==> config.mk <==
export PLATFORM = sky130hd
export DESIGN_NAME = cci_ctrl
export DESIGN_NICKNAME = d
export VERILOG_FILES = /design/src/rtl/core/cci_pkg.sv /design/src/rtl/core/cci_ctrl.sv
export SDC_FILE = /design/constraint.sdc
export NUM_CORES = 1
export LEC_CHECK = 0
export BUFFER_PORTS_ARGS = -buffer_cell sky130_fd_sc_hd__buf_2
export CAP_MARGIN = 20
export CORE_AREA = 2 2 39 41
export CTS_BUF_LIST = sky130_fd_sc_hd__clkbuf_4
export DETAILED_ROUTE_END_ITERATION = 8
export DIE_AREA = 0 0 41 43
export PLACE_DENSITY = 0.49
export REMOVE_ABC_BUFFERS = 1
export SKIP_CTS_REPAIR_TIMING = 1
export SYNTH_ARGS = -nofsm -noshare
export SYNTH_HDL_FRONTEND = slang
export SYNTH_SLANG_ARGS = --single-unit
==> constraint.sdc <==
create_clock -name i_clk -period 1.4 [get_ports i_clk]
set_input_delay 0.28 -clock i_clk [delete_from_list [all_inputs] [get_ports i_clk]]
set_output_delay 0.28 -clock i_clk [all_outputs]
set_load 0.005 [all_outputs]
==> src/rtl/core/cci_pkg.sv <==
// Shared types and constants for the commodity channel index block.
`default_nettype none

package cci_pkg;

    localparam int PRICE_W = 24;              // one price field
    localparam int TP_W    = 26;              // high + low + close
    localparam int PER_W   = 7;               // period register
    localparam int OUT_W   = 24;              // cci value
    localparam int Q_W     = 24;              // quotient bits
    localparam int Q_CNT_W = $clog2(Q_W);
    localparam int SCALE_W = 16;

    localparam logic [PER_W-1:0]   PERIOD_RESET = 7'd20;
    localparam logic [SCALE_W-1:0] SCALE_K      = 16'd51200;   // 200 * 256
    localparam logic [OUT_W-1:0]   NEG_LIMIT    = 24'h800000;
    localparam logic [OUT_W-1:0]   POS_LIMIT    = 24'h7FFFFF;

    typedef enum logic [3:0] {
        OP_NONE,
        OP_CAPTURE,
        OP_UPDATE,
        OP_DEV_ISSUE,
        OP_MAG,
        OP_SCALE,
        OP_NUM,
        OP_CHK,
        OP_DIV_STEP,
        OP_FINISH
    } t_op;

    typedef struct packed {
        t_op op;
    } t_cmd;

    typedef struct packed {
        logic warm_up;     // bar leaves no result
        logic issue_last;  // last window entry being read
        logic pipe_busy;   // deviation pipeline not empty
        logic div_last;    // last quotient bit this cycle
        logic out_full;    // result word not yet taken
    } t_sts;

endpackage

`default_nettype wire

==> src/rtl/core/cci_ctrl.sv <==
// Sequencer that steps each bar through update, deviation sum and division.
`default_nettype none

module cci_ctrl (
    input  wire logic          i_clk,
    input  wire logic          i_rst_n,
    input  wire logic          i_in_valid,
    output logic               o_in_ready,
    input  wire cci_pkg::t_sts i_sts,
    output cci_pkg::t_cmd      o_cmd
);

    typedef enum logic [3:0] {
        S_IDLE,
        S_UPD,
        S_DEV,
        S_DRAIN,
        S_MAG,
        S_SCALE,
        S_NUM,
        S_CHK,
        S_DIV,
        S_DONE
    } t_state;

    t_state r_state;
    t_state n_state;

    assign o_in_ready = (r_state == S_IDLE);

    always_comb begin
        n_state   = r_state;
        o_cmd.op  = cci_pkg::OP_NONE;
        case (r_state)
            S_IDLE: begin
                if (i_in_valid) begin
                    o_cmd.op = cci_pkg::OP_CAPTURE;
                    n_state  = S_UPD;
                end
            end
            S_UPD: begin
                o_cmd.op = cci_pkg::OP_UPDATE;
                n_state  = i_sts.warm_up ? S_IDLE : S_DEV;
            end
            S_DEV: begin
                o_cmd.op = cci_pkg::OP_DEV_ISSUE;
                if (i_sts.issue_last) begin
                    n_state = S_DRAIN;
                end
            end
            S_DRAIN: begin
                if (!i_sts.pipe_busy) begin
                    n_state = S_MAG;
                end
            end
            S_MAG: begin
                o_cmd.op = cci_pkg::OP_MAG;
                n_state  = S_SCALE;
            end
            S_SCALE: begin
                o_cmd.op = cci_pkg::OP_SCALE;
                n_state  = S_NUM;
            end
            S_NUM: begin
                o_cmd.op = cci_pkg::OP_NUM;
                n_state  = S_CHK;
            end
            S_CHK: begin
                o_cmd.op = cci_pkg::OP_CHK;
                n_state  = S_DIV;
            end
            S_DIV: begin
                o_cmd.op = cci_pkg::OP_DIV_STEP;
                if (i_sts.div_last) begin
                    n_state = S_DONE;
                end
            end
            S_DONE: begin
                if (!i_sts.out_full) begin
                    o_cmd.op = cci_pkg::OP_FINISH;
                    n_state  = S_IDLE;
                end
            end
            default: begin
                n_state = S_IDLE;
            end
        endcase
    end

    always_ff @(posedge i_clk) begin
        if (!i_rst_n) begin
            r_state <= S_IDLE;
        end else begin
            r_state <= n_state;
        end
    end

endmodule

`default_nettype wire

Word level (Yosys, flattened, before mapping)
Cells that the tools add are included.
Word-level totals
  output and inout port bits: 5
  bits in latches: 0
  memories kept: 0
  input bits: 8
  word-level logic and storage cells: 27
  ROM bits: 0
  bits in registers: 4
  RAM bits: 0
Cells by class
  divide/modulo/power cells: 0
  $lt $le $gt $ge: 0
  mux-type cells: 10
  bitwise logic cells: 0
  add/subtract/negate cells: 0
  equality and inequality tests: 14
  reduce and logical (&&, ||, !) cells: 2
  $mul: 0
  shift-type cells: 0
Operators by type and width (number)
  $pmux 4 s10: 1
  $pmux 4 s9: 1
  $mux 4: 6
  $eq 4x3->1 const B: 4
  $ne 2x2->1 const B: 5
  $eq 4x2->1 const B: 2
  $eq 4x4->1 const B: 2
  $reduce_and 5->1: 1
  $eq 4x1->1 const B: 1
  $logic_not 4->1: 1
  $mux 2: 1
  $mux 1: 1

Longest topological paths before layout
  depth after elaboration: 3
  depth in mapped cells: 5

Least setup slack after synthesis
Ideal clock, no wire load.
  path type: register -> output
  start point: register r_state[1]
  end point: output port o_cmd[0] (netlist name)
  data arrival time: 1.090 ns
  data required time: 1.120 ns
  cell stages (with the launch flop): 6
  buffers on the path: 1
  setup slack: 0.030 ns
  cell sequence: dfxtp_1 > buf_6 > or3b_1 > nor2_1 > o21ai_0 > o41ai_1
RTL lines
  start: declaration: RTL line cci_ctrl.sv:26  | t_state r_state;
  start signal: assignment: RTL line cci_ctrl.sv:94  | r_state <= n_state;
  end: declaration: RTL line cci_ctrl.sv:10  | output cci_pkg::t_cmd o_cmd

==> flow_metrics.env <==
export IMPL_netlist_area_um2=337.8
export IMPL_final_hold_violation_count=0
export IMPL_yosysWarnings=0
export IMPL_placeableCoreArea_mm2=0.001384
export IMPL_grt_pass1_vias=289
export IMPL_switchingPower_mw=0.2016
export IMPL_ys_types=26
export IMPL_crit_start="r_state[1]"
export IMPL_finalCritPeriodShare_pct=116.0
export IMPL_layout_min_cycle_time_ps=1624
export IMPL_hpwl_um=593.7
export IMPL_die_y_um=43
export IMPL_die_area_mm2=0.001763
export IMPL_seqPwrFrac_pct=25.5
export IMPL_dr_pass1_iters=2
export IMPL_viasPerCell=4.774
export IMPL_pwr_share_clk_pct=23.2
export IMPL_wl_per_cell_um=11.85
export IMPL_final_nets=78
export IMPL_setup_ws_ps=-224.5
export IMPL_critical_path_max_fanout=5
export IMPL_met1_usage_pct=14.15
export IMPL_antenna_found_initial=0
export IMPL_finalSetupViolCount=7
export IMPL_cp_end_kind="primary output"
export IMPL_internal_power_mw=0.4249
export IMPL_seq_area_frac_synth_pct=23.70
export IMPL_regToRegSetupSlack_ps=-150
export IMPL_cts_sink_count=4
export IMPL_avgSynthCellArea_um2=7.678
export IMPL_rsz0062_at_grt="true"
export IMPL_r2r_start="r_state[1]"
export IMPL_grt_max_degree=12
export IMPL_synth_commonest_cells="dfxtp_1, nor2_1, nor2b_1, a21oi_1, nand2_1"
export IMPL_max_slew_margin_rel_pct=80.70
export IMPL_endpoint="o_cmd[0]"
export IMPL_use_met3_pct=1.571
export IMPL_met2_usage_pct=13.44
export IMPL_drtIter0Drc=2
export IMPL_violations="setup timing"
export IMPL_num_vias=401
export IMPL_drc=0
export IMPL_arrival_ps=1340
export IMPL_worst_slew_pin_slew_ps=289.6
export IMPL_yosys_area_top_type_share_pct=23.70
export IMPL_start_util_pct=24.41
export IMPL_max_freq_mhz=615.6
export IMPL_io_pins=13
export IMPL_timing_rr_end="r_state[1]"
export IMPL_drv_slew=0
export IMPL_p_sw_share_pct=32.18
export IMPL_clkLatencyLatePin_ps=240
export IMPL_ys_seq_elements=4
export IMPL_largest_register_ffs=4
export IMPL_grt_pass1_wl_um=1221
export IMPL_clk_path_buf_depth=2
export IMPL_postSynth_asyncResetShare_pct=0
export IMPL_place_ws_ps=-102.1
export IMPL_combPwrFrac_pct=51.3
export IMPL_grt_busiest_layer="met1"
export IMPL_num_antenna_cells=0
export IMPL_synth_flop_cell="dfxtp_1"
export IMPL_ff2ff_path_depth=6
export IMPL_gr_total_overflow=0
export IMPL_cts_root_buf="clkbuf_4"
export IMPL_num_rows=14
export IMPL_cp_start_kind="register"
export IMPL_place_gp_congestion=0.7501
export IMPL_synth_top_cell_by_area="dfxtp_1"
export IMPL_cts_made_buffers=3
export IMPL_status="finished with violations"
export IMPL_hp_class="in -> reg"
export IMPL_syn_inst=44
export IMPL_htreeDepth=1
export IMPL_cts_tree="built"
export IMPL_skew_ps=1.482
export IMPL_p_leak_nw=0.2720
export IMPL_required_ps=1120
export IMPL_ant_nets=0
export IMPL_maxCapViolations=0
export IMPL_die_w_um=41
export IMPL_power_density_mw_per_mm2=1052
export IMPL_portBuffers=12
export IMPL_top_register="r_state"
export IMPL_vdd_drop_max_mv=0.4514
export IMPL_reg_largest_list="r_state (4)"
export IMPL_synth_edf_count=0
export IMPL_fin_util_pct=43.04
export IMPL_grt_usage_pct=10.24
export IMPL_layout_drive_gt1_share_pct=61.76
export IMPL_clk_pin_slew_ps=40
export IMPL_nFillCells=139
export IMPL_synthToLayoutAreaGrowth_pct=76.30
export IMPL_netlist_top_cells_area="dfxtp_1, nor2b_1, mux2i_1"
export IMPL_routed_wl_um=995
export IMPL_setup_worst_path_class="reg -> out"
-- worst min path at each step --
stage / start / endpoint / slack, ps / cells after the start
final: i_rst_n / r_state[1] / 320 / 3
after global routing: i_rst_n / r_state[3] / 340 / 2
after CTS: i_rst_n / r_state[3] / 330 / 2
after detailed placement: r_state[1] / r_state[1] / 560 / 2
after global placement: r_state[1] / r_state[1] / 570 / 2
after floorplan: i_rst_n / r_state[3] / 410 / 1
-- critical path, stage by stage, from the launching register on --
cell and delay (ps):
dfxtp_4 350, or3b_4 400, nor2_4 110, o21ai_2 60, o41ai_2 40, buf_2 150
-- power by group through the flow --
stage / clock, mW / combinational (mW) / sequential [mW]
finish: 0.145 / 0.322 / 0.160
CTS: 0.154 / 0.208 / 0.159
detailed placement: 0 / 0.207 / 0.160
global route: 0.159 / 0.346 / 0.162
floorplan: 0 / 0.108 / 0.165
global placement: 0 / 0.207 / 0.161
-- routing by layer --
layer / share of wire [%] / vias to the layer above / wire length [um]
met1: 42 / 189 / 420
met5: 0 / - / 0
li1: - / 202 / -
met2: 53 / 10 / 531
met4: 0 / 0 / 0
met3: 4.3 / 0 / 43
-- layout by cell type, fill, tap and decap left out, drive strengths merged, types with 2 or more instances in the layout --
cell type,n
buf,25
nor2,4
a21oi,4
nor2b,4
dfxtp,4
nand2,3
clkbuf,3
o21ai,3
nand2b,2
mux2i,2
or3b,2
-- per-stage QoR --
step / TNS, ps / power, mW / instance area [um^2] / std cells / hold WS (ps)
floorplan: -65.00 / 0.2734 / 312.8 / 40 / 408.2
finish: -958.6 / 0.6265 / 595.6 / 84 / 323.7
global route: -1310 / 0.6670 / 595.6 / 84 / 341.4
CTS: -1190 / 0.5211 / 475.5 / 79 / 325.9
detailed placement: -326.1 / 0.3670 / 452.9 / 76 / 564.3
global placement: -238.3 / 0.3683 / 452.9 / 76 / 569.2
-- kinds of logic after synthesis --
family / synth area share (%)
and+or+nand+nor: 38.89
muxes: 5.926
buffers and inverters: 8.516
DFF: 23.70
xor gates and xnor gates: 2.593
AOI/OAI and AO/OA: 20.37
-- area by class of cell --
class	count	area (um^2)	share of cell area [%]
Inverter	1	3.754	0.6303
Tap cell	16	20.02	3.361
Sequential cell	4	88.84	14.92
Timing Repair Buffer	25	172.7	28.99
Multi-Input combinational cell	35	287.8	48.32
Clock buffer	3	22.52	3.782
Note: power is estimated with default switching activity, not from simulation.
