### config.mk
export PLATFORM = sky130hd
export DESIGN_NAME = cci_datapath
export DESIGN_NICKNAME = d
export VERILOG_FILES = /design/src/rtl/core/cci_pkg.sv /design/src/rtl/core/cci_datapath.sv
export SDC_FILE = /design/constraint.sdc
export NUM_CORES = 2
export LEC_CHECK = 0
export BUFFER_PORTS_ARGS = -buffer_cell sky130_fd_sc_hd__buf_2
export CORE_AREA = 2 2 633 635
export CTS_CLUSTER_DIAMETER = 120
export CTS_CLUSTER_SIZE = 25
export DETAILED_ROUTE_END_ITERATION = 8
export DIE_AREA = 0 0 635 637
export HOLD_SLACK_MARGIN = 0.05
export PLACE_DENSITY_LB_ADDON = 0.3
export SYNTH_ARGS = -nofsm -noshare
export SYNTH_HDL_FRONTEND = slang
export SYNTH_SLANG_ARGS = --single-unit
### constraint.sdc
create_clock -name i_clk -period 14.4 [get_ports i_clk]
set_clock_uncertainty 0.15 [all_clocks]
set_input_delay 1.44 -clock i_clk [delete_from_list [all_inputs] [get_ports i_clk]]
set_output_delay 1.44 -clock i_clk [all_outputs]
set_load 0.05 [all_outputs]
### src/rtl/core/cci_pkg.sv
// Shared types and constants for the commodity channel index block.
`default_nettype none

package cci_pkg;

    localparam int PRICE_W = 24;              // one price field
    localparam int TP_W    = 26;              // high + low + close
    localparam int PER_W   = 7;               // period register
    localparam int OUT_W   = 24;              // cci value
    localparam int Q_W     = 24;              // quotient bits
    localparam int Q_CNT_W = $clog2(Q_W);
    localparam int SCALE_W = 16;

    localparam logic [PER_W-1:0]   PERIOD_RESET = 7'd20;
    localparam logic [SCALE_W-1:0] SCALE_K      = 16'd51200;   // 200 * 256
    localparam logic [OUT_W-1:0]   NEG_LIMIT    = 24'h800000;
    localparam logic [OUT_W-1:0]   POS_LIMIT    = 24'h7FFFFF;

    typedef enum logic [3:0] {
        OP_NONE,
        OP_CAPTURE,
        OP_UPDATE,
        OP_DEV_ISSUE,
        OP_MAG,
        OP_SCALE,
        OP_NUM,
        OP_CHK,
        OP_DIV_STEP,
        OP_FINISH
    } t_op;

    typedef struct packed {
        t_op op;
    } t_cmd;

    typedef struct packed {
        logic warm_up;     // bar leaves no result
        logic issue_last;  // last window entry being read
        logic pipe_busy;   // deviation pipeline not empty
        logic div_last;    // last quotient bit this cycle
        logic out_full;    // result word not yet taken
    } t_sts;

endpackage

`default_nettype wire

### src/rtl/core/cci_datapath.sv
// Window store, running sum, deviation pipeline, scaling and restoring divider.
`default_nettype none

module cci_datapath #(
    parameter int MAX_PERIOD = 64
) (
    input  wire logic                          i_clk,
    input  wire logic                          i_rst_n,
    input  wire cci_pkg::t_cmd                 i_cmd,
    output cci_pkg::t_sts                      o_sts,
    input  wire logic                          i_cfg_wr_en,
    input  wire logic [cci_pkg::PER_W-1:0]     i_cfg_wr_data,
    input  wire logic [cci_pkg::PRICE_W-1:0]   i_high_price,
    input  wire logic [cci_pkg::PRICE_W-1:0]   i_low_price,
    input  wire logic [cci_pkg::PRICE_W-1:0]   i_close_price,
    output logic                               o_res_valid,
    input  wire logic                          i_res_ready,
    output logic signed [cci_pkg::OUT_W-1:0]   o_cci_value,
    output logic                               o_zero_deviation
);

    localparam int PER_W   = cci_pkg::PER_W;
    localparam int TP_W    = cci_pkg::TP_W;
    localparam int OUT_W   = cci_pkg::OUT_W;
    localparam int Q_W     = cci_pkg::Q_W;
    localparam int PER_MAX = (2 ** PER_W) - 1;
    localparam int EFF_MAX = (MAX_PERIOD < PER_MAX) ? MAX_PERIOD : PER_MAX;
    localparam int AW      = (MAX_PERIOD > 1) ? $clog2(MAX_PERIOD) : 1;
    localparam int XW      = (AW > PER_W) ? AW : PER_W;
    localparam int XW1     = XW + 1;
    localparam int SEEN_W  = PER_W + 1;
    localparam int LOG_P   = $clog2(EFF_MAX + 1);
    localparam int SUM_W   = TP_W + LOG_P;
    localparam int PT_W    = PER_W + TP_W;
    localparam int DEV_W   = SUM_W + LOG_P;
    localparam int DV3_W   = DEV_W + 2;
    localparam int DEN_W   = DV3_W + 1;
    localparam int PK_W    = PER_W + cci_pkg::SCALE_W;
    localparam int SC_W    = SUM_W + PK_W;
    localparam int NUM_W   = SC_W + 2;
    localparam int CMP_W   = (NUM_W > DEN_W + Q_W) ? NUM_W : DEN_W + Q_W;

    logic [TP_W-1:0]   r_mem [MAX_PERIOD];

    logic [PER_W-1:0]  r_period;
    logic [AW-1:0]     r_pos;
    logic [SEEN_W-1:0] r_seen;
    logic [SUM_W-1:0]  r_sum;
    logic [TP_W-1:0]   r_tp;
    logic [TP_W-1:0]   r_rdata;
    logic [AW-1:0]     r_j;
    logic              r_v1, r_v2, r_v3;
    logic [SUM_W-1:0]  r_prod;
    logic [SUM_W-1:0]  r_absd;
    logic [DEV_W-1:0]  r_acc;
    logic [SUM_W-1:0]  r_pt;
    logic [SUM_W-1:0]  r_mag;
    logic              r_neg;
    logic [DV3_W-1:0]  r_dv3;
    logic [PK_W-1:0]   r_pk;
    logic [SC_W-1:0]   r_scaled;
    logic [CMP_W-1:0]  r_rem;
    logic [CMP_W-1:0]  r_den_sh;
    logic [Q_W-1:0]    r_q;
    logic [cci_pkg::Q_CNT_W-1:0] r_bit;
    logic              r_ovf;
    logic              r_res_valid;
    logic [OUT_W-1:0]  r_val;
    logic              r_zero;

    logic [PER_W-1:0]  p_eff;
    logic [SEEN_W-1:0] need;
    logic [AW-1:0]     pos_eff;
    logic [XW1-1:0]    pos_inc;
    logic [AW-1:0]     pos_nxt;
    logic [SEEN_W-1:0] seen_inc;
    logic [TP_W-1:0]   old_tp;
    logic [SUM_W-1:0]  n_sum;
    logic              rd_en;
    logic [AW-1:0]     rd_addr;
    logic [PT_W-1:0]   pt_full;
    logic [PT_W-1:0]   prod_full;
    logic [DEN_W-1:0]  den;
    logic              ge;
    logic [Q_W-1:0]    qv;
    logic [OUT_W-1:0]  q_lim;
    logic [OUT_W-1:0]  n_val;
    logic              n_zero;

    always_comb begin
        if (r_period == '0) begin
            p_eff = PER_W'(1);
        end else if (r_period > PER_W'(EFF_MAX)) begin
            p_eff = PER_W'(EFF_MAX);
        end else begin
            p_eff = r_period;
        end
    end

    assign need     = {p_eff, 1'b0} - SEEN_W'(1);
    assign pos_eff  = (XW'(r_pos) >= XW'(p_eff)) ? '0 : r_pos;
    assign pos_inc  = XW1'(pos_eff) + XW1'(1);
    assign pos_nxt  = (pos_inc >= XW1'(p_eff)) ? '0 : AW'(pos_inc);
    assign seen_inc = (r_seen < need) ? r_seen + SEEN_W'(1) : r_seen;
    assign old_tp   = (r_seen >= SEEN_W'(p_eff)) ? r_rdata : '0;
    assign n_sum    = r_sum - SUM_W'(old_tp) + SUM_W'(r_tp);

    assign rd_en    = (i_cmd.op == cci_pkg::OP_CAPTURE) ||
                      (i_cmd.op == cci_pkg::OP_DEV_ISSUE);
    assign rd_addr  = (i_cmd.op == cci_pkg::OP_CAPTURE) ? pos_eff : r_j;

    assign pt_full   = PT_W'(p_eff) * PT_W'(r_tp);
    assign prod_full = PT_W'(p_eff) * PT_W'(r_rdata);
    assign den       = {r_dv3, 1'b0};
    assign ge        = (r_rem >= r_den_sh);

    assign o_sts.warm_up    = (seen_inc < need);
    assign o_sts.issue_last = (XW'(r_j) == XW'(p_eff - PER_W'(1)));
    assign o_sts.pipe_busy  = r_v1 | r_v2 | r_v3;
    assign o_sts.div_last   = (r_bit == '0);
    assign o_sts.out_full   = r_res_valid;

    // round-half-up quotient, saturated to the signed output range
    always_comb begin
        qv     = r_ovf ? '1 : r_q;
        q_lim  = '0;
        n_val  = '0;
        n_zero = 1'b0;
        if (r_dv3 == '0) begin
            n_zero = 1'b1;
        end else if (r_neg) begin
            q_lim = (qv > cci_pkg::NEG_LIMIT) ? cci_pkg::NEG_LIMIT : qv;
            n_val = OUT_W'(0) - q_lim;
        end else begin
            q_lim = (qv > cci_pkg::POS_LIMIT) ? cci_pkg::POS_LIMIT : qv;
            n_val = q_lim;
        end
    end

    always_ff @(posedge i_clk) begin
        if (i_cmd.op == cci_pkg::OP_UPDATE) begin
            r_mem[pos_eff] <= r_tp;
        end
        if (rd_en) begin
            r_rdata <= r_mem[rd_addr];
        end
    end

    always_ff @(posedge i_clk) begin
        if (!i_rst_n) begin
            r_period    <= cci_pkg::PERIOD_RESET;
            r_pos       <= '0;
            r_seen      <= '0;
            r_sum       <= '0;
            r_v1        <= 1'b0;
            r_v2        <= 1'b0;
            r_v3        <= 1'b0;
            r_res_valid <= 1'b0;
        end else begin
            r_v1 <= (i_cmd.op == cci_pkg::OP_DEV_ISSUE);
            r_v2 <= r_v1;
            r_v3 <= r_v2;
            if (i_cfg_wr_en) begin
                r_period <= i_cfg_wr_data;
                r_pos    <= '0;
                r_seen   <= '0;
                r_sum    <= '0;
            end else if (i_cmd.op == cci_pkg::OP_UPDATE) begin
                r_pos  <= pos_nxt;
                r_seen <= seen_inc;
                r_sum  <= n_sum;
            end
            if (i_cmd.op == cci_pkg::OP_FINISH) begin
                r_res_valid <= 1'b1;
            end else if (i_res_ready) begin
                r_res_valid <= 1'b0;
            end
        end
    end

    always_ff @(posedge i_clk) begin
        r_prod <= SUM_W'(prod_full);
        r_absd <= (r_sum >= r_prod) ? r_sum - r_prod : r_prod - r_sum;
        if (r_v3) begin
            r_acc <= r_acc + DEV_W'(r_absd);
        end
        case (i_cmd.op)
            cci_pkg::OP_CAPTURE: begin
                r_tp <= TP_W'(i_high_price) + TP_W'(i_low_price) + TP_W'(i_close_price);
            end
            cci_pkg::OP_UPDATE: begin
                r_pt  <= SUM_W'(pt_full);
                r_j   <= '0;
                r_acc <= '0;
            end
            cci_pkg::OP_DEV_ISSUE: begin
                r_j <= r_j + AW'(1);
            end
            cci_pkg::OP_MAG: begin
                r_neg <= (r_pt < r_sum);
                r_mag <= (r_pt < r_sum) ? r_sum - r_pt : r_pt - r_sum;
                r_dv3 <= DV3_W'({r_acc, 1'b0}) + DV3_W'(r_acc);
                r_pk  <= PK_W'(p_eff) * PK_W'(cci_pkg::SCALE_K);
            end
            cci_pkg::OP_SCALE: begin
                r_scaled <= SC_W'(r_mag) * SC_W'(r_pk);
            end
            cci_pkg::OP_NUM: begin
                r_rem    <= CMP_W'(NUM_W'({r_scaled, 1'b0}) + NUM_W'(r_dv3));
                r_den_sh <= CMP_W'(den) << (Q_W - 1);
                r_q      <= '0;
                r_bit    <= cci_pkg::Q_CNT_W'(Q_W - 1);
            end
            cci_pkg::OP_CHK: begin
                r_ovf <= (r_rem >= (CMP_W'(den) << Q_W));
            end
            cci_pkg::OP_DIV_STEP: begin
                if (ge) begin
                    r_rem <= r_rem - r_den_sh;
                end
                r_q      <= {r_q[Q_W-2:0], ge};
                r_den_sh <= r_den_sh >> 1;
                r_bit    <= r_bit - cci_pkg::Q_CNT_W'(1);
            end
            cci_pkg::OP_FINISH: begin
                r_val  <= n_val;
                r_zero <= n_zero;
            end
            default: begin
            end
        endcase
    end

    assign o_res_valid      = r_res_valid;
    assign o_cci_value      = $signed(r_val);
    assign o_zero_deviation = r_zero;

endmodule

`default_nettype wire

### After elaboration in Yosys (flattened, before gate mapping)

Memories as Yosys holds them, arrays and structs flattened. A register that Yosys moved wholly into a read port is not among the register bits.
Index checks and enable logic that the tools add are counted.

| word-level totals | value |
|---|---|
| latch bits | 0 |
| output and inout bits | 31 |
| memories | 1 |
| register bits after elaboration | 551 |
| input port bits | 87 |
| logic and storage cells | 109 |
| memory bits (writable) | 1664 |
| bits in read-only memories | 0 |

| operators by class | value |
|---|---|
| order comparisons | 12 |
| reduce and logical (&&, ||, !) cells | 9 |
| div/mod/pow operators | 0 |
| multipliers | 4 |
| shift operators | 0 |
| muxes and demuxes | 24 |
| add/subtract/negate cells | 19 |
| eq/ne operators | 11 |
| bitwise gates (word level) | 3 |

Memories:

| name | depth | width | read ports | clocked after Yosys merged registers in | write ports | line | text |
|---|---|---|---|---|---|---|---|
| r_mem | 64 | 26 | 1 | 1 | 1 | cci_datapath.sv:43 | `logic [TP_W-1:0] r_mem [MAX_PERIOD];` |

Operators by type and width:

| cell | count |
|---|---|
| $pmux 67 s2 | 2 |
| $ge 67x67->1 | 2 |
| $sub 33x33->33 | 4 |
| $mux 24 | 4 |
| $mux 67 | 1 |
| $sub 67x67->67 | 1 |
| $mul 7x26->33 | 2 |
| $mux 33 | 2 |
| $add 57x42->58 | 1 |
| $pmux 24 s2 | 1 |
| $mul 33x12->45 | 1 |
| $add 41x40->42 | 1 |
| $logic_not 42->1 | 1 |
| $add 40x33->40 | 1 |
| $add 33x26->33 | 1 |
| $ge 33x33->1 | 1 |
| $lt 33x33->1 | 1 |
| $sub 33x26->33 | 1 |
| $add 25x24->26 | 1 |
| $mux 26 | 1 |
| $add 24x24->25 | 1 |
| $gt 24x23->1 const B | 1 |
| $gt 24x24->1 const B | 1 |
| $sub 1x24->24 const A | 1 |
| 32 further kinds | 48 |

### Logic depth before layout (Yosys ltp)

| depth | value |
|---|---|
| word-level depth | 8 |
| gate-level depth with buffers | 31 |
| gate-level depth less buffers | 30 |

### Least setup slack after synthesis

Ideal clock, no wire load.

| timing path | value |
|---|---|
| path kind | in2reg |
| start point | in i_cmd[0] (netlist bit) |
| end point | reg r_dv3[0] (enable) |
| buffers on the path | 1 |
| stages on the path | 2 |
| arrival | 7.655 ns |
| slack | 5.952 ns |
| required time | 13.606 ns |
| cells stage by stage | clkbuf_1 nor3_1 |

| between the ends | value |
|---|---|
| longest elaborated chain between the ends | 1 |

Ends and longest elaborated chain:

| what | line | text |
|---|---|---|
| from (decl) | cci_datapath.sv:9 | `input wire cci_pkg::t_cmd i_cmd,` |
| $eq 4x3->1 | cci_datapath.sv:187 | `case (i_cmd.op)` |
| to (signal assigned) | cci_datapath.sv:202 | `r_dv3 <= DV3_W'({r_acc, 1'b0}) + DV3_W'(r_acc);` |
| to (decl) | cci_datapath.sv:59 | `logic [DV3_W-1:0] r_dv3;` |

No other way between the ends.
A chain may end at the register's enable or synchronous reset.

==> impl.org <==
** Synthesis
- Synth top area cells :: sky130_fd_sc_hd__edfxtp_1 (48%), sky130_fd_sc_hd__fa_1 (9.3%), sky130_fd_sc_hd__nand2_1 (6.4%), sky130_fd_sc_hd__ha_1 (6.2%), sky130_fd_sc_hd__inv_1 (2.8%)
- Register area share after synthesis :: 0.501
- The average instance in the mapped netlist occupies 10.8 um^2.
- The synthesized design spends more area on one cell type than any other, namely sky130_fd_sc_hd__edfxtp_1.
- Share of the synthesized area in the top cell type :: 0.476
- Synthesis produced a netlist with a net count of 13,521.
- Among all flip-flop cells after synthesis, the most frequent one is sky130_fd_sc_hd__edfxtp_1.
- Number of enable flip-flop cells after synthesis :: 2,076
- The Yosys step of the flow raised 0 warnings.
- Counting flops and latches in the post-synthesis netlist gives 2,240.
- Yosys mapped the design onto 88 distinct sky130hd cell types.
- Instance count of the mapped netlist :: 12,174
- In the synthesized netlist the async set-or-reset flop fraction comes to 0.
- Post-Synthesis Cell Area :: 131,000 um^2

** Timing
- The number of hold violations in the final report is 0.
- Worst slew slack as a fraction of its limit :: 0.173
- Summed negative setup slack over all endpoints :: 0 ns
- Setup repair after global routing left no endpoint under its margin.
- For this run, the top clock speed supported by timing is 0.122 GHz.
- Total setup violations reported at the end of the flow :: 0
- Minimum period implied by the final worst setup slack :: 8.16 ns
- The count of final max-slew check failures is 0.
- WHS :: 0.313 ns
- In the finished design, the share of the clock period the worst path needs comes to 0.567.
- Worst-Margin Slew :: 1.24 ns

** CTS
- TritonCTS Buffers :: 103
- PostCTS Resize Cnt :: 0
- Deepest level of the CTS H-tree :: 3
- The clock passes through at most 3 buffers.
- At the later pin of the worst-skew pair, clock insertion delay measures 0.81 ns.
- Register clock-pin slew on the reported worst setup and hold paths :: 0.11 ns
- Post-CTS setup-driven buffer insertion count :: 0
- # clock sinks :: 2,240
- The root buffer cell chosen for the clock tree is sky130_fd_sc_hd__clkbuf_16.
- TritonCTS built the clock tree.
- After clock tree synthesis, the flow added hold-fix buffers numbering 0.

** Power and ir drop
- The share of total power dissipated in sequential elements is 0.461.
- Internal power contribution :: 11,000 uW
- In this run the static leakage power is 0.0545 uW.
- The worst-case IR drop observed on VDD is 117 uV.
- The analysis attributes to net switching a power of 5590 uW.
- The share of total power dissipated in the clock network is 0.211.
- For this design the ratio of total power to cell area is 118 nW/um^2.
- Switching share of power :: 0.337
- Combinational group share of total power :: 0.328

** Placed design
- Routability-driven placement finished with a final weighted congestion of 0.902.
- Input and output buffers added on the ports amount to 117.
- Summed over all nets, the half-perimeter wirelength after detailed placement is 258,000 um.

** Route
- The first TritonRoute pass finished after 6 iterations.
- Count of antenna-violating nets left after detailed routing :: 0
- Dividing the detail-routed wire length by the instance count gives 22.6 um.
- Violation count after the first detailed-route iteration :: 8,294
- Number of remaining DRC errors :: 0
- Total via count after detailed routing :: 90,927
- In the routed layout, each cell is associated on average with a via count of 5.26.
- Wirelength, routed :: 390,000 um

** Global routing
- Entering global routing, the biggest net connects 157 pins.
- Summed over all layers, the global routing overflow is 0.
- In the global route stage, overall resource usage came out at 0.188.
- Number of global-route vias before repair :: 87,887
- The number of antenna violations at the first check in global routing was 26.
- First-pass GRT wire length :: 581,000 um

** Floorplanning
- Initial Utilization :: 0.329
- Horiz. Die Dim :: 635 um
- The floorplan step defined a die boundary enclosing 404,000 um^2.
- During I/O placement, the number of pins put on the boundary was 118.
- The core region is 398,000 um^2.
- The floorplan has 232 rows.
- Die outline height :: 637 um

** Setup path
- Critical Path Start Type :: flip-flop
- CP max FO :: 57
- Most used cell, CP :: sky130_fd_sc_hd__a21o_1
- Kind of capture point of the worst setup path :: primary output
- Data on the critical path is required at its endpoint by 12.81 ns.
- The critical path contains buffers and inverters numbering 4 combined.
- The signal on the critical path passes through buf_4 > nor2_4 > buf_4 > inv_1 > ha_1 > xnor2_1 > ha_1 > a21o_1 > a21o_1 > a21o_1 > a21o_1 > a21oi_1 > nand4_1 > nor2_1 > xor2_1 > ha_1 > a21o_1 > a21oi_1 > o21ai_0 > a21oi_1 > buf_2.
- Worst setup path class :: flip-flop to primary output
- STA puts the critical path data arrival time at 6.57 ns.
- In this design, the stage delay of the slowest critical-path cell is 0.58 ns.
- Cell class contributing the biggest share of worst-path delay :: compound AO/OA/AOI/OAI gates
- The largest individual stage delay along the critical path comes from the cell sky130_fd_sc_hd__buf_4.

** Job
- Across the run, the number of max-cap violations was 0.

** Min path
- In this run the worst hold path is classified as flip-flop to flip-flop.

** Final layout
- The area growth from synthesis to layout is 7.48%.
- Commonest non-fill, non-tap cell in the layout :: sky130_fd_sc_hd__nand2_1
- Ratio of cells with drive above 1 in the final layout :: 0.0493
- Most used cells in the layout excluding fill and tap cells :: sky130_fd_sc_hd__nand2_1 (2,219), sky130_fd_sc_hd__edfxtp_1 (2,076), sky130_fd_sc_hd__inv_1 (995)
- Net count of the finished layout :: 13,310

** Status
- The run finished with clean final reports.
final timing paths:
check	start	endpoint	slack, ns	cells past startpoint
worst max-delay path	r_period[6]	o_sts[4]	6.24	21
worst min-delay path	r_v2	r_v3	0.31	1
worst max register to register	r_period[6]	r_sum[32]	6.36	29
worst min register to register	r_v2	r_v3	0.31	1
through the flow:
step                cells  total power, uW  worst slack [ns]  utilization  cell area [um^2]
floorplan           12174            11700              5.95            -            131000
global placement    17123            13200              6.47        0.346            138000
detailed placement  17123            13200              6.45        0.346            138000
CTS                 17273            16700              6.07        0.354            141000
global route        17276            17600              5.71        0.354            141000
finish              17281            16600              6.24        0.354            141000
Yosys cell counts, drive strengths merged (9+ instances only):
library cell	instances
a21oi	566
o21ai	342
fa	609
a311oi	318
xor2	144
inv	995
o22ai	9
nand2b	70
nand4	67
and4	9
buf	210
a211oi	214
edfxtp	2076
nor4	31
dfxtp	164
o211ai	22
a22o	29
o31ai	21
nor2b	79
nor3	104
a41oi	9
or3	52
a31o	12
a21o	260
and3	258
o21a	55
or2	17
nand2	2222
a221oi	12
mux2i	61
a211o	14
and2	312
o21bai	100
xnor2	264
clkbuf	427
a21boi	12
or4	11
nor2	563
ha	651
nand3	523
a31oi	154
per-layer routing:
layer / part of all wire / GRT usage / up-vias
met3: 0.057 / 0.0196 / 451
li1: - / - / 42200
met2: 0.47 / 0.315 / 2746
met5: 0.000069 / 0 / -
met1: 0.44 / 0.255 / 45526
met4: 0.035 / 0.0600 / 4
sequential cells by signal, summed over array words and instances, names as in the netlist, 5 cells and up:
name         flops
r_scaled        45
r_pk            12
r_dv3           42
r_q             24
r_acc           40
r_mem         1664
r_rem           67
r_pos            6
r_sum           33
r_j              6
r_seen           8
r_bit            5
r_period         7
r_den_sh        66
r_rdata         26
r_mag           33
r_pt            33
r_absd          33
r_prod          33
o_cci_value     24
r_tp            26
area by class of cell:
| type | count | area, um^2 |
|---|---|---|
| Multi-Input combinational cell | 8296 | 59400 |
| Clock buffer | 131 | 2730 |
| Timing Repair Buffer | 321 | 2270 |
| Antenna cell | 8 | 20.0 |
| Fill cell | 39594 | 257000 |
| Clock inverter | 19 | 312 |
| Sequential cell | 2240 | 65600 |
| Tap cell | 5265 | 6590 |
| Inverter | 1001 | 3760 |
worst reg2reg max path: cells and delay by family, from the launching register on:
| kind | cells | cell delay [ns] |
|---|---|---|
| AND/OR/NAND/NOR | 9 | 1.92 |
| buffers and inverters | 3 | 0.94 |
| XOR/XNOR | 1 | 0.14 |
| AO/OA/AOI/OAI | 13 | 3.08 |
| flip-flops | 1 | 0.36 |
| adder cells (fa/ha/maj) | 3 | 1.33 |
power by group through the flow:
stage               combinational [uW]  sequential (uW)  clock [uW]
CTS                               5470             7650        3580
finish                            5440             7650        3510
global placement                  5410             7800           0
floorplan                         3930             7740           0
detailed placement                5440             7800           0
global route                      6110             7670        3780
kinds of logic (layout without fill, tap and decap cells):
logic type / Yosys count / in the layout / share of synthesized area
AOI/OAI and AO/OA: 2228 / 2228 / 0.114
xor gates and xnor gates: 408 / 408 / 0.0273
adders and majority gates: 1260 / 1260 / 0.155
buffers and inverters: 1638 / 1472 / 0.0486
DFF: 2240 / 2240 / 0.501
muxes: 66 / 66 / 0.00509
other: 0 / 8 / 0
and+or+nand+nor: 4334 / 4334 / 0.148
No activity file was read; power rests on OpenSTA's default activity.
